`config.mk`:
```
export PLATFORM = sky130hd
export DESIGN_NAME = tac_tint
export DESIGN_NICKNAME = d
export VERILOG_FILES = /design/src/rtl/tac_pkg.sv /design/src/rtl/tac_tint.sv
export SDC_FILE = /design/constraint.sdc
export NUM_CORES = 1
export LEC_CHECK = 0
export BUFFER_PORTS_ARGS = -buffer_cell sky130_fd_sc_hd__buf_2
export CORE_MARGIN = 8
export CORE_UTILIZATION = 55
export DETAILED_ROUTE_END_ITERATION = 8
export PLACE_DENSITY_LB_ADDON = 0.15
export SLEW_MARGIN = 10
export SYNTH_ARGS = -nofsm -noshare
export SYNTH_HDL_FRONTEND = slang
export SYNTH_SLANG_ARGS = --single-unit
```
`constraint.sdc`:
```
create_clock -name i_clk -period 8.9 [get_ports i_clk]
set_input_delay 1.335 -clock i_clk [delete_from_list [all_inputs] [get_ports i_clk]]
set_output_delay 1.335 -clock i_clk [all_outputs]
set_load 0.02 [all_outputs]
```
`src/rtl/tac_pkg.sv`:
```
package tac_pkg;

    localparam int CH_BITS   = 8;
    localparam int CH_MAX    = (1 << CH_BITS) - 1;
    localparam int Q_BITS    = CH_BITS + 1;
    localparam int DIV_STEPS = Q_BITS;
    localparam int BLEND_LAT = 3 + DIV_STEPS + 1;
    localparam int TINT_LAT  = 2;

    typedef logic [CH_BITS-1:0]   t_ch;
    typedef logic [3:0][CH_BITS-1:0] t_pix;

    localparam logic [0:0] REG_TINT = 1'b0;
    localparam logic [0:0] REG_BACK = 1'b1;

    // floor(x / 255) for x below 2^16: estimate, then one correction
    function automatic t_ch div255(input logic [16:0] x);
        logic [8:0]  q;
        logic [17:0] r;
        logic [16:0] s;
        s = x + {8'd0, x[16:8]};
        q = s[16:8];
        r = {1'b0, x} - ({1'b0, q, 8'd0} - {9'd0, q});
        if (r >= 18'd255) begin
            q = q + 9'd1;
        end
        return q[7:0];
    endfunction

endpackage

```
`src/rtl/tac_tint.sv`:
```
module tac_tint (
    input  logic          i_clk,
    input  logic          i_rst_n,
    input  logic          i_valid,
    input  tac_pkg::t_pix i_src,
    input  tac_pkg::t_pix i_dst,
    input  tac_pkg::t_pix i_tint,
    output logic          o_valid,
    output tac_pkg::t_pix o_src,
    output tac_pkg::t_pix o_dst
);
    import tac_pkg::*;

    logic             r_v1;
    logic [3:0][15:0] r_prod;
    t_pix             r_dst1;
    logic             r_v2;
    t_pix             r_src2;
    t_pix             r_dst2;

    always_ff @(posedge i_clk) begin
        if (!i_rst_n) begin
            r_v1 <= 1'b0;
            r_v2 <= 1'b0;
        end else begin
            r_v1 <= i_valid;
            r_v2 <= r_v1;
        end
    end

    always_ff @(posedge i_clk) begin
        for (int i = 0; i < 4; i++) begin
            r_prod[i] <= 16'(i_src[i] * i_tint[i]);
            r_src2[i] <= div255({1'b0, r_prod[i]} + 17'd127);
        end
        r_dst1 <= i_dst;
        r_dst2 <= r_dst1;
    end

    assign o_valid = r_v2;
    assign o_src   = r_src2;
    assign o_dst   = r_dst2;
endmodule

```
======== Word level (Yosys, flattened, before mapping) ========
Cells that the tools add are included.
operators by class
  add/subtract/negate cells ............... 20
  multiply operators ...................... 4
  magnitude comparators ................... 4
  mux-type cells .......................... 4
operators with widths
  operator                                                             count
  greater-or-equal comparator 18 x 8 -> 1 bit (second input constant)  4
  subtractor 17 x 18 -> 18 bit                                         4
  subtractor 17 x 9 -> 18 bit                                          4
  adder 16 x 7 -> 17 bit (second input constant)                       4
  adder 17 x 9 -> 17 bit                                               4
  multiplier 8 x 8 -> 16 bit                                           4
  adder 8 x 1 -> 8 bit (second input constant)                         4
  two-way mux 8 bit                                                    4
storage, ports and cells
  register bits ........................... 162
  input port bits ......................... 99
  logic and storage cells ................. 50

======== Depth between registers and ports, before layout ========
  word-level depth ........................ 6
  mapped depth ............................ 34
  depth with buffers taken out ............ 32

======== Worst setup path after synthesis ========
OpenSTA, ideal clock, no wires.
  path kind ............................... reg2reg
  start point ............................. register r_prod[48] (netlist name)
  end point ............................... register r_src2 (netlist bit o_src[29])
  arrival ................................. 6.507 ns
  required time ........................... 8.828 ns
  setup slack ............................. 2.321 ns
  cell stages (with the launch flop) ...... 33
  period minus slack after synthesis ...... 6.579 ns
  path through ............................ dfxtp_1 nor3_1 nor3b_1 nor3b_1 nor2_1 nand3_1 xor2_1 inv_1 ha_1 a21o_1 a21o_1 a21oi_1 nor2_1 a211oi_1 a21oi_1 nand2_1 nor3_1 and2_1 ha_1 inv_1 ha_1 inv_1 ha_1 a2111oi_4 o21ai_2 a21oi_4 nor4_2 or3b_4 a2111oi_4 nand4_4 and3_4 nand4_1 xnor2_1
between the ends
  word-level cells in the longest chain between the ends .. 6
  elaborated cells on any way between the ends .. 7
RTL lines
  item                                         RTL line        source
  from (decl)                                  tac_tint.sv:15  logic [3:0][15:0] r_prod;
  from (signal, indexed assignment)            tac_tint.sv:33  r_prod[i] <= 16'(i_src[i] * i_tint[i]);
  adder 16 x 7 -> 17 bit (*)                   tac_tint.sv:34  r_src2[i] <= div255({1'b0, r_prod[i]} + 17'd127);
  adder 17 x 9 -> 17 bit                       tac_pkg.sv:21   s = x + {8'd0, x[16:8]};
  subtractor 17 x 9 -> 18 bit                  tac_pkg.sv:23   r = {1'b0, x} - ({1'b0, q, 8'd0} - {9'd0, q});
  subtractor 17 x 18 -> 18 bit                 tac_pkg.sv:23
  greater-or-equal comparator 18 x 8 -> 1 bit  tac_pkg.sv:24   if (r >= 18'd255) begin
  two-way mux 8 bit (*)                        tac_pkg.sv:24
  to (signal, indexed assignment)              tac_tint.sv:34
  to (decl)                                    tac_tint.sv:18  t_pix r_src2;
Mark *: on every way between the ends. The rest lies on a longest branch, timed or not.
A chain may end at the register's enable or synchronous reset.

======== Worst setup path in the final report ========
  start point ............................. register r_prod[19] (netlist name)
  end point ............................... register r_src2 (netlist bit o_src[15])
The elaborated chain is that of the path after synthesis.

==> impl_metrics.env <==
export IMPL_fmax_mhz=134
export IMPL_cp_end_kind="flip-flop"
export IMPL_synth_edff_count=0
export IMPL_path_buf_inv=2
export IMPL_cts_buffers=17
export IMPL_dieWidth_um=202
export IMPL_area_growth_pct=10.1
export IMPL_placed_cell_area_um2=20400
export IMPL_rows=68
export IMPL_final_area_um2=21000
export IMPL_path_max_fanout=5
export IMPL_wire_per_inst_um=15.0
export IMPL_ys_seq_area_share_pct=17.0
export IMPL_cts_hold_buf=0
export IMPL_ant_nets=0
export IMPL_cts_max_level=4
export IMPL_clkSlewWorstSetupHoldPaths_ns=0.06
export IMPL_async_flop_share_pct=0
export IMPL_dp_hpwl_um=36100
export IMPL_slew_headroom_pct=55.7
export IMPL_drive_gt1_share_pct=9.89
export IMPL_clockRootBuffer="clkbuf_16"
export IMPL_cts_resized=0
export IMPL_layout_nets=2914
export IMPL_grt_max_degree=17
export IMPL_io_pins=164
export IMPL_start_util_pct=55.5
export IMPL_grt_ovfl_total=0
export IMPL_finalCritPeriodShare_pct=83.7
export IMPL_finalSetupViolCount=0
export IMPL_port_buffers=163
export IMPL_cp_data_required_time_ns=9.22
export IMPL_cp_start_kind="flip-flop"
export IMPL_clock_path_buffers=2
export IMPL_routed_wl_um=42600
export IMPL_syn_area_um2=19000
export IMPL_outcome="completed"
export IMPL_first_global_vias=15800
export IMPL_num_vias=15400
export IMPL_worst_slew_pin_slew_ns=0.660
export IMPL_rsz0062_at_grt="false"
export IMPL_antenna_found_initial=2
export IMPL_synthFlopType="dfxtp_1"
export IMPL_crit_path_max_incr_delay_ns=0.47
export IMPL_regArea_um2=3240
export IMPL_ys_ff_latch=162
export IMPL_gp_routability_congestion=0.915
export IMPL_drt_initial_drc_count=679
export IMPL_dieHeight_um=202
export IMPL_cts_tree="done"
export IMPL_cp_common_cell="ha_1"
export IMPL_drc=0
export IMPL_drv_cap=0
export IMPL_insertion_delay_ns=0.44
export IMPL_ys_warn_count=0
export IMPL_crit_family="simple AND/OR/NAND/NOR gates"
export IMPL_multiInputGateArea_um2=14400
export IMPL_fin_skew_ns=0.00997
export IMPL_grt_total_usage_pct=21.1
export IMPL_worst_setup_path_type="reg -> reg"
export IMPL_filler_cell_count=2959
export IMPL_postSynthAreaPerCell_um2=8.69
export IMPL_core_area_um2=34300
export IMPL_arrival_ns=7.77
export IMPL_clock_sinks=162
export IMPL_final_hold_viol_count=0
export IMPL_synth_cells=2192
export IMPL_crit_path_top_delay_cell="fa_1"
export IMPL_netlist_cell_type_count=93
export IMPL_syn_num_nets=2743
export IMPL_min_period_ns=7.45
export IMPL_antenna_cells=0
export IMPL_detail_route_vias_per_cell=5.44
export IMPL_first_pass_iters=7
export IMPL_grt_pass1_wl_um=73600
export IMPL_slew_violations=0
export IMPL_fin_tns_setup_ns=0
export IMPL_dieArea_um2=40800
export IMPL_hp_class="reg -> reg"
export IMPL_post_cts_buffers=0
worst paths after layout:
| path | slack, ns | endpoint | from | depth (start not counted) |
|---|---|---|---|---|
| min | 0.33 | o_dst[2] | r_dst1[2] | 0 |
| max | 1.45 | o_src[15] | r_prod[19] | 28 |
| max reg2reg | 1.45 | o_src[15] | r_prod[19] | 28 |
| min reg2reg | 0.33 | o_dst[2] | r_dst1[2] | 0 |
kinds of logic (layout without fill, tap and decap cells):
family                   Yosys count  in the layout  synth area share, %
XOR/XNOR                         193            193                 9.15
AND/OR/NAND/NOR                  682            682                 18.8
adder cells (fa/ha/maj)          454            454                 35.6
buffers and inverters            382            566                 7.56
multiplexers                       3              3                0.164
AO/OA/AOI/OAI                    316            316                 11.7
flip-flops                       162            162                 17.0
synthesized netlist by cell type, types with 4 or more instances:
library cell	instances	share of area (%)
a21oi_2	4	0.18
a31oi_1	12	0.39
ha_1	304	20
nor3_1	53	1.4
and2_1	143	4.7
nand2_1	200	3.9
nor2_1	105	2.1
and3_1	20	0.66
a211oi_1	11	0.43
o211ai_1	6	0.24
a211o_1	5	0.23
o21a_1	24	0.95
nor3b_1	10	0.39
o21ai_0	57	1.5
a31o_2	6	0.28
nor4_1	6	0.20
fa_1	148	16
o21ai_1	9	0.24
nand2b_1	21	0.69
dfxtp_1	162	17
o41ai_1	8	0.37
a2111oi_0	4	0.18
a21boi_0	6	0.24
o2bb2ai_1	4	0.18
clkbuf_1	8	0.16
nor2b_1	22	0.72
nand3_1	28	0.74
or3_1	6	0.20
xor2_1	59	2.7
a21oi_1	69	1.8
o21bai_1	6	0.24
o2111ai_1	8	0.37
inv_1	369	7.3
nand4_1	31	1.0
xnor2_1	130	6.0
a21o_1	32	1.3
nand4b_1	4	0.18
layout by cell type (no fill, tap or decap), types with 57 or more instances in the layout:
cell type / Yosys / routed
and2_1: 143 / 143
xnor2_1: 130 / 130
nand2_1: 200 / 200
ha_1: 304 / 304
buf_2: 2 / 163
inv_1: 369 / 369
xor2_1: 59 / 59
a21oi_1: 69 / 69
dfxtp_1: 162 / 162
o21ai_0: 57 / 57
fa_1: 148 / 148
nor2_1: 105 / 105
metrics by stage:
stage                     utilization [%]  hold slack [ns]  cells  setup slack (ns)
after floorplan                         -            0.310   2192              2.32
after CTS                            61.1            0.326   2831              1.49
after detailed placement             59.4            0.312   2799              1.50
after global placement               59.4            0.310   2799              1.63
after global routing                 61.1            0.330   2831             0.884
final                                61.1            0.326   2831              1.45
layout make-up:
type                    count  area share [%]
multi-input cells        1648            68.5
flip-flops and latches    162            15.5
inverters                 371            6.64
repair buffers            163            3.89
well taps                 455            2.72
clock buffers              22            2.17
clock inverters            10           0.609
per-layer routing:
layer  routed length [µm]  track usage (%)  part of all wire [%]
met3                 1950             3.87                   4.6
met1                19800             27.0                    47
met2                20100             36.0                    47
met4                  692             6.03                   1.6
met5                   27                0                 0.063
registers in the layout, summed over array words and instances, names as in the netlist:
register	flops
r_prod	64
o_dst	32
o_src	32
r_dst1	32
o_valid	1
r_v1	1
Power is not shown: default switching activity piles up to over one toggle a cycle in this logic, so the estimate is an artifact.
