$ cat config.mk
export PLATFORM = sky130hd
export DESIGN_NAME = tac_blend
export DESIGN_NICKNAME = d
export VERILOG_FILES = /design/src/rtl/tac_pkg.sv /design/src/rtl/tac_blend.sv
export SDC_FILE = /design/constraint.sdc
export NUM_CORES = 2
export LEC_CHECK = 0
export ABC_AREA = 1
export BUFFER_PORTS_ARGS = -buffer_cell sky130_fd_sc_hd__buf_2
export CORE_ASPECT_RATIO = 1.75
export CORE_MARGIN = 3
export CORE_UTILIZATION = 50
export DETAILED_ROUTE_END_ITERATION = 8
export PLACE_DENSITY = 0.65
export SLEW_MARGIN = 20
export SYNTH_ARGS = -nofsm -noshare
export SYNTH_HDL_FRONTEND = slang
export SYNTH_SLANG_ARGS = --single-unit
$ cat constraint.sdc
create_clock -name i_clk -period 13.7 [get_ports i_clk]
set_clock_uncertainty 0.05 [all_clocks]
set_input_delay 2.74 -clock i_clk [delete_from_list [all_inputs] [get_ports i_clk]]
set_output_delay 2.74 -clock i_clk [all_outputs]
set_load 0.01 [all_outputs]
$ cat src/rtl/tac_pkg.sv
package tac_pkg;

    localparam int CH_BITS   = 8;
    localparam int CH_MAX    = (1 << CH_BITS) - 1;
    localparam int Q_BITS    = CH_BITS + 1;
    localparam int DIV_STEPS = Q_BITS;
    localparam int BLEND_LAT = 3 + DIV_STEPS + 1;
    localparam int TINT_LAT  = 2;

    typedef logic [CH_BITS-1:0]   t_ch;
    typedef logic [3:0][CH_BITS-1:0] t_pix;

    localparam logic [0:0] REG_TINT = 1'b0;
    localparam logic [0:0] REG_BACK = 1'b1;

    // floor(x / 255) for x below 2^16: estimate, then one correction
    function automatic t_ch div255(input logic [16:0] x);
        logic [8:0]  q;
        logic [17:0] r;
        logic [16:0] s;
        s = x + {8'd0, x[16:8]};
        q = s[16:8];
        r = {1'b0, x} - ({1'b0, q, 8'd0} - {9'd0, q});
        if (r >= 18'd255) begin
            q = q + 9'd1;
        end
        return q[7:0];
    endfunction

endpackage

$ cat src/rtl/tac_blend.sv
module tac_blend (
    input  logic          i_clk,
    input  logic          i_rst_n,
    input  logic          i_valid,
    input  tac_pkg::t_pix i_fg,
    input  tac_pkg::t_pix i_bg,
    output logic          o_valid,
    output tac_pkg::t_pix o_pix
);
    import tac_pkg::*;

    // product stage
    logic             r1_v;
    logic [2:0][15:0] r1_p;
    logic [2:0][15:0] r1_q;
    logic [15:0]      r1_ba;
    t_ch              r1_af;
    t_pix             r1_bg;
    logic             r1_abop;

    // denominator stage
    logic             r2_v;
    logic [15:0]      r2_den;
    logic [2:0][23:0] r2_bba;
    logic [2:0][15:0] r2_p;
    logic [2:0][7:0]  r2_opq;
    logic             r2_abop;

    // numerator stage
    logic             r3_v;
    logic [2:0][23:0] r3_num;
    logic [15:0]      r3_den;
    t_ch              r3_alpha;
    logic [2:0][7:0]  r3_opq;
    logic             r3_abop;
    logic             r3_zero;

    // divider stages, one quotient bit each
    logic             r_dv    [1:DIV_STEPS];
    logic [15:0]      r_dden  [1:DIV_STEPS];
    logic [2:0][15:0] r_drem  [1:DIV_STEPS];
    logic [2:0][8:0]  r_dlow  [1:DIV_STEPS];
    logic [2:0][8:0]  r_dq    [1:DIV_STEPS];
    t_ch              r_dalpha[1:DIV_STEPS];
    logic [2:0][7:0]  r_dopq  [1:DIV_STEPS];
    logic             r_dabop [1:DIV_STEPS];
    logic             r_dzero [1:DIV_STEPS];

    logic r_ov;
    t_pix r_opix;

    always_ff @(posedge i_clk) begin
        if (!i_rst_n) begin
            r1_v <= 1'b0;
            r2_v <= 1'b0;
            r3_v <= 1'b0;
        end else begin
            r1_v <= i_valid;
            r2_v <= r1_v;
            r3_v <= r2_v;
        end
    end

    always_ff @(posedge i_clk) begin
        for (int i = 0; i < 3; i++) begin
            r1_p[i] <= 16'(i_fg[i] * i_fg[3]);
            r1_q[i] <= 16'(i_bg[i] * (8'd255 - i_fg[3]));
        end
        r1_ba   <= 16'(i_bg[3] * (8'd255 - i_fg[3]));
        r1_af   <= i_fg[3];
        r1_bg   <= i_bg;
        r1_abop <= (i_bg[3] == 8'd255);
    end

    always_ff @(posedge i_clk) begin
        for (int i = 0; i < 3; i++) begin
            r2_bba[i] <= 24'(r1_bg[i] * r1_ba);
            r2_opq[i] <= div255({1'b0, r1_p[i]} + {1'b0, r1_q[i]} + 17'd127);
        end
        r2_den  <= 16'({r1_af, 8'd0} - {8'd0, r1_af} + r1_ba);
        r2_p    <= r1_p;
        r2_abop <= r1_abop;
    end

    always_ff @(posedge i_clk) begin
        for (int i = 0; i < 3; i++) begin
            r3_num[i] <= {r2_p[i], 8'd0} - {8'd0, r2_p[i]} + r2_bba[i]
                         + {9'd0, r2_den[15:1]};
        end
        r3_den   <= r2_den;
        r3_alpha <= div255({1'b0, r2_den} + 17'd127);
        r3_opq   <= r2_opq;
        r3_abop  <= r2_abop;
        r3_zero  <= (r2_den == 16'd0);
    end

    for (genvar k = 1; k <= DIV_STEPS; k++) begin : g_div
        logic             w_v;
        logic [15:0]      w_den;
        logic [2:0][15:0] w_rem;
        logic [2:0][8:0]  w_low;
        logic [2:0][8:0]  w_q;
        t_ch              w_alpha;
        logic [2:0][7:0]  w_opq;
        logic             w_abop;
        logic             w_zero;

        if (k == 1) begin : g_first
            always_comb begin
                w_v     = r3_v;
                w_den   = r3_den;
                w_alpha = r3_alpha;
                w_opq   = r3_opq;
                w_abop  = r3_abop;
                w_zero  = r3_zero;
                for (int i = 0; i < 3; i++) begin
                    w_rem[i] = {1'b0, r3_num[i][23:9]};
                    w_low[i] = r3_num[i][8:0];
                    w_q[i]   = 9'd0;
                end
            end
        end else begin : g_next
            always_comb begin
                w_v     = r_dv[k-1];
                w_den   = r_dden[k-1];
                w_rem   = r_drem[k-1];
                w_low   = r_dlow[k-1];
                w_q     = r_dq[k-1];
                w_alpha = r_dalpha[k-1];
                w_opq   = r_dopq[k-1];
                w_abop  = r_dabop[k-1];
                w_zero  = r_dzero[k-1];
            end
        end

        always_ff @(posedge i_clk) begin
            if (!i_rst_n) begin
                r_dv[k] <= 1'b0;
            end else begin
                r_dv[k] <= w_v;
            end
        end

        always_ff @(posedge i_clk) begin
            logic [16:0] t;
            logic        ge;
            for (int i = 0; i < 3; i++) begin
                t  = {w_rem[i], w_low[i][8]};
                ge = (t >= {1'b0, w_den});
                r_drem[k][i] <= ge ? 16'(t - {1'b0, w_den}) : t[15:0];
                r_dlow[k][i] <= {w_low[i][7:0], 1'b0};
                r_dq[k][i]   <= {w_q[i][7:0], ge};
            end
            r_dden[k]   <= w_den;
            r_dalpha[k] <= w_alpha;
            r_dopq[k]   <= w_opq;
            r_dabop[k]  <= w_abop;
            r_dzero[k]  <= w_zero;
        end
    end

    always_ff @(posedge i_clk) begin
        if (!i_rst_n) begin
            r_ov <= 1'b0;
        end else begin
            r_ov <= r_dv[DIV_STEPS];
        end
    end

    always_ff @(posedge i_clk) begin
        if (r_dabop[DIV_STEPS]) begin
            for (int i = 0; i < 3; i++) begin
                r_opix[i] <= r_dopq[DIV_STEPS][i];
            end
            r_opix[3] <= 8'd255;
        end else if (r_dzero[DIV_STEPS]) begin
            r_opix <= '0;
        end else begin
            for (int i = 0; i < 3; i++) begin
                // clamp
                r_opix[i] <= r_dq[DIV_STEPS][i][8] ? 8'd255 : r_dq[DIV_STEPS][i][7:0];
            end
            r_opix[3] <= r_dalpha[DIV_STEPS];
        end
    end

    assign o_valid = r_ov;
    assign o_pix   = r_opix;
endmodule

After elaboration in Yosys (flattened, before gate mapping):

Memories as Yosys holds them, arrays and structs flattened. A register that Yosys moved wholly into a read port is not among the register bits.
Index checks and enable logic that the tools add are counted.

* $lt $le $gt $ge: 31
* bitwise gates (word level): 9
* eq/ne operators: 1
* muxes and demuxes: 47
* shift operators: 0
* multiply operators: 10
* reduce and logical (&&, ||, !) cells: 2
* add/subtract/negate cells: 62
* div/mod/pow operators: 0

Operators by type and width (number)
* 16-bit 2-to-1 mux: 27
* 16-bit subtractor: 27
* 17-bit by 16-bit greater-or-equal comparator with 1-bit output: 24
* 24-bit by 15-bit adder with 24-bit output: 3
* 24-bit adder: 3
* 18-bit by 8-bit greater-or-equal comparator with 1-bit output, second input constant: 4
* 8-bit by 16-bit multiplier with 24-bit output: 3
* 17-bit by 18-bit subtractor with 18-bit output: 4
* 17-bit by 9-bit subtractor with 18-bit output: 4
* 24-bit by 16-bit subtractor with 24-bit output: 3
* 17-bit by 9-bit adder with 17-bit output: 4
* 8-bit 2-to-1 mux: 7
* 16-bit by 16-bit adder with 17-bit output: 3
* 17-bit by 7-bit adder with 17-bit output, second input constant: 3
* 16-bit greater-or-equal comparator: 3
* 8-bit by 16-bit multiplier with 16-bit output: 3
* 8-bit by 8-bit multiplier with 16-bit output: 3
* 8-bit by 1-bit adder with 8-bit output, second input constant: 4
* 32-bit 2-to-1 mux: 1
* 24-bit 2-to-1 mux: 1
* 16-bit by 7-bit adder with 17-bit output, second input constant: 1
* 16-bit adder: 1
* 16-bit zero test: 1
* 9-bit by 9-bit multiplier with 16-bit output: 1
* 6 further kinds: 24

* output and inout bits: 33
* RAM bits: 1350
* memories kept: 9
* bits in registers: 463
* word-level logic and storage cells: 211
* latch bits: 0
* memory bits (read-only): 0

Memory list
* r_drem: depth 9, width 48, rd ports 8, clocked after memory_dff 0, wr ports 9, line tac_blend.sv:41 `logic [2:0][15:0] r_drem [1:DIV_STEPS];`
* r_dq: depth 9, width 27, rd ports 9, clocked after memory_dff 0, wr ports 9, line tac_blend.sv:43 `logic [2:0][8:0] r_dq [1:DIV_STEPS];`
* r_dlow: depth 9, width 24, rd ports 8, clocked after memory_dff 0, wr ports 9, line tac_blend.sv:42 `logic [2:0][8:0] r_dlow [1:DIV_STEPS];`
* r_dopq: depth 9, width 24, rd ports 9, clocked after memory_dff 0, wr ports 9, line tac_blend.sv:45 `logic [2:0][7:0] r_dopq [1:DIV_STEPS];`
* r_dden: depth 9, width 16, rd ports 8, clocked after memory_dff 0, wr ports 9, line tac_blend.sv:40 `logic [15:0] r_dden [1:DIV_STEPS];`
* r_dalpha: depth 9, width 8, rd ports 9, clocked after memory_dff 0, wr ports 9, line tac_blend.sv:44 `t_ch r_dalpha[1:DIV_STEPS];`
* 3 more memories

Longest topological paths before layout:

* depth in word-level cells: 7
* gate-level depth with buffers: 54

Least setup slack after synthesis:

No wires, ideal clock.

* path kind: in2reg
* start point: input port i_fg[25] in the netlist's numbering
* end point: register r1_q[47] in the netlist's numbering
* required time: 13.528 ns
* library setup time: 0.122 ns
* buffers on the path: 2
* data arrival time: 6.952 ns
* cell stages on the path: 20
* path slack: 6.576 ns
* cells stage by stage: clkbuf_1 -> buf_1 -> nor2_1 -> fa_1 -> fa_1 -> inv_1 -> fa_1 -> inv_1 -> fa_1 -> ha_1 -> nand2_1 -> o21ai_0 -> a21oi_1 -> o21ai_0 -> a21boi_0 -> o21ai_0 -> a21oi_1 -> nor2_1 -> nor2_1 -> xor2_1

* longest elaborated chain between the ends: 2

RTL lines
* start: declaration: line tac_blend.sv:5 `input tac_pkg::t_pix i_fg,`
* 8-bit by 8-bit subtractor with 9-bit output: line tac_blend.sv:67 `r1_q[i] <= 16'(i_bg[i] * (8'd255 - i_fg[3]));`
* 8-bit by 16-bit multiplier with 16-bit output: line tac_blend.sv:67
* end signal: indexed assignment: line tac_blend.sv:67
* end: declaration: line tac_blend.sv:15 `logic [2:0][15:0] r1_q;`

Every way passes these cells.
A chain may end at the register's enable or synchronous reset.

Final worst setup path:

* start point: register r1_p[41] in the netlist's numbering
* end point: register r2_opq[23] in the netlist's numbering

* longest elaborated chain between the ends: 7

RTL lines
* start: declaration: line tac_blend.sv:14 `logic [2:0][15:0] r1_p;`
* start signal: indexed assignment: line tac_blend.sv:66 `r1_p[i] <= 16'(i_fg[i] * i_fg[3]);`
* 16-bit by 16-bit adder with 17-bit output (*): line tac_blend.sv:78 `r2_opq[i] <= div255({1'b0, r1_p[i]} + {1'b0, r1_q[i]} + 17'd127);`
* 17-bit by 7-bit adder with 17-bit output (*): line tac_blend.sv:78
* 17-bit by 9-bit adder with 17-bit output: line tac_pkg.sv:21 `s = x + {8'd0, x[16:8]};`
* 17-bit by 9-bit subtractor with 18-bit output: line tac_pkg.sv:23 `r = {1'b0, x} - ({1'b0, q, 8'd0} - {9'd0, q});`
* 17-bit by 18-bit subtractor with 18-bit output: line tac_pkg.sv:23
* 18-bit by 8-bit greater-or-equal comparator with 1-bit output: line tac_pkg.sv:24 `if (r >= 18'd255) begin`
* 8-bit 2-to-1 mux (*): line tac_pkg.sv:24
* end signal: indexed assignment: line tac_blend.sv:78
* end: declaration: line tac_blend.sv:26 `logic [2:0][7:0] r2_opq;`

Mark *: on every way between the ends. The rest lies on a longest branch, timed or not.

==> qor.yml <==
arrival_ps: 8020
finalCriticalPeriod_ps: 7400
ant_nets: 0
rsz0062_at_grt: "false"
cts_tree: "yes"
cts_hold_buffers: 0
worstSetupPathType: "reg -> reg"
cp_max_fo: 5
hold_viol: 0
vias: 74778
antenna_found_initial: 21
synth_top_area_share: 0.319
setup_viol_count_final: 0
tightest_slew_ps: 1440
ys_seq_elements: 1534
drive_above_1_share: 0.0433
fmax_mhz: 135
crit_required_ps: 14320
start_util: 0.504
max_stage_delay_ps: 550
dr.pass1.iters: 8
routed_via_density: 5.19
dp_hpwl_um: 244000
port_buffers: 99
slowest_stage: "dfxtp_1"
drv_slew: 0
cts_made_buffers: 156
multi_input_area_um2: 56600
dp_cells: 14094
clkTransAtPathRegs_ps: 70
syn_inst: 11615
layout.nets: 13596
critPathMostFrequentCell: "inv_1"
grt_max_degree: 51
cts_setup_buffers: 0
hp-start: "g_div[1].w_low[24]"
clk_latency_ps: 830
cts.sinks: 1534
first_global_vias: 78629
drt_iter0_markers: 3392
yosysWarningCount: 0
status: "finished with violations"
max_slew_margin: 0.0323
clockBufferDepth: 4
grt_remaining_overflow: 0
num_io_pins: 100
gr-usage-all-layers: 0.301
hold_ws_ps: 217
n_fill_cell: 17816
register_area_um2: 30700
gp_congestion: 1.02
cts_resized: 0
crit_path_start_kind: "flip-flop"
die_w_um: 338
area_growth_pct: 8.81
post_drt_wl_per_cell_um: 20.6
synth.avg_cell_area_um2: 8.30
grt_pass1_wl_um: 448000
drt_wl_total_um: 296000
r2r-start: "r1_p[41]"
synth_top_area_cell: "dfxtp_1"
endpoint_kind: "flip-flop"
die_h_um: 587
clock-root-buffer: "clkbuf_16"
synthTopCellsByArea: "dfxtp_1, ha_1, fa_1"
violations: "design-rule violations"
min_period_over_period: 0.540
ys_types: 57
ys_seq_area_frac: 0.319
netlist_area_um2: 96400
drv_cap: 0
drc: 1
htree_levels: 4
setup_tns_ps: 0
holdCritPathClass: "reg -> reg"
die_area_um2: 198000
critPathLaunch: "r1_p[41]"
syn-num-nets: 13523
placementRows: 212
coreArea_um2: 191000
final_cells: 14401
final_util: 0.548
kinds of logic after synthesis:
group	count (synthesis)	synth area share
adders and majority gates	1841	0.286
AOI/OAI and AO/OA	1605	0.0917
muxes	2	0.000234
xor gates and xnor gates	631	0.0575
and+or+nand+nor	3631	0.152
buffers and inverters	2371	0.0942
DFF	1534	0.319
Yosys cell counts (all sizes together):
cell and instances:
inv 2132, clkbuf 178, o21ai 689, o41ai 12, a21o 22, xor2 367
nor3 77, ha 1235, a221oi 15, nand3 292, o21bai 29, dfxtp 1534
xnor2 264, a21boi 26, nand3b 20, o21a 13, mux2 2, o2111ai 30
and2 5, clkinv 1, nor2 584, fa 606, nor4 35, nand2 2515
nand4 87, a211oi 12, a311oi 10, and3 2, o221ai 5, nor3b 4
buf 60, a2111oi 1, a31oi 14, o211ai 17, or2 10, a21oi 701
o31ai 9
worst paths after layout:
check	to	slack, ps	depth (start not counted)
worst min register to register	r_dlow[0][46]	220	0
worst max register to register	r2_opq[23]	6300	41
worst min-delay path	r_dlow[0][46]	220	0
worst max-delay path	r2_opq[23]	6300	41
metrics by stage:
| step | area [um2] | worst slack, ps |
|---|---|---|
| 6_report | 105000 | 6300 |
| 5_1_grt | 105000 | 5600 |
| 4_1_cts | 105000 | 6350 |
| 3_5_place_dp | 99400 | 5660 |
| 3_3_place_gp | 99400 | 5660 |
| 2_1_floorplan | 96400 | 6580 |
area by class of cell:
type	count	share of cell area
multi-input combinational	7710	0.540
sequential	1534	0.293
inverter	2133	0.0763
clock buffer	196	0.0413
tap	2568	0.0306
clock inverter	78	0.00945
timing repair buffer	153	0.00877
antenna	29	0.000692
worst max-delay path, delay by kind of cell (launching register included):
kind	cells	cell delay (ps)
XOR/XNOR	1	360
buffers and inverters	10	710
AO/OA/AOI/OAI	10	1660
flip-flops	1	550
AND/OR/NAND/NOR	14	1950
adder cells (fa/ha/maj)	6	1950
flip-flops by register name, summed over array words and instances, names as in the netlist, 72 cells and up:
signal and flops:
r2_bba 72, r_dalpha 72, r_dden 128, r_dlow 108, r_dopq 216, r_dq 135, r_drem 384
routing by layer:
layer	global-route usage	share of wire	up-vias
met5	0	0.00014	-
met4	0.331	0.13	6
met3	0.0461	0.038	1116
met2	0.555	0.52	1992
met1	0.257	0.31	34909
li1	-	-	36755
cell usage in the layout (no fill, tap or decap), types with 287 or more instances in the layout:
master   count
xor2_1     365
ha_1      1235
o21ai_0    590
inv_1     2127
nand2_1   2506
dfxtp_1   1528
nor2_1     576
fa_1       606
a21oi_1    682
nand3_1    287
Power is not shown: default switching activity piles up to over one toggle a cycle in this logic, so the estimate is an artifact.
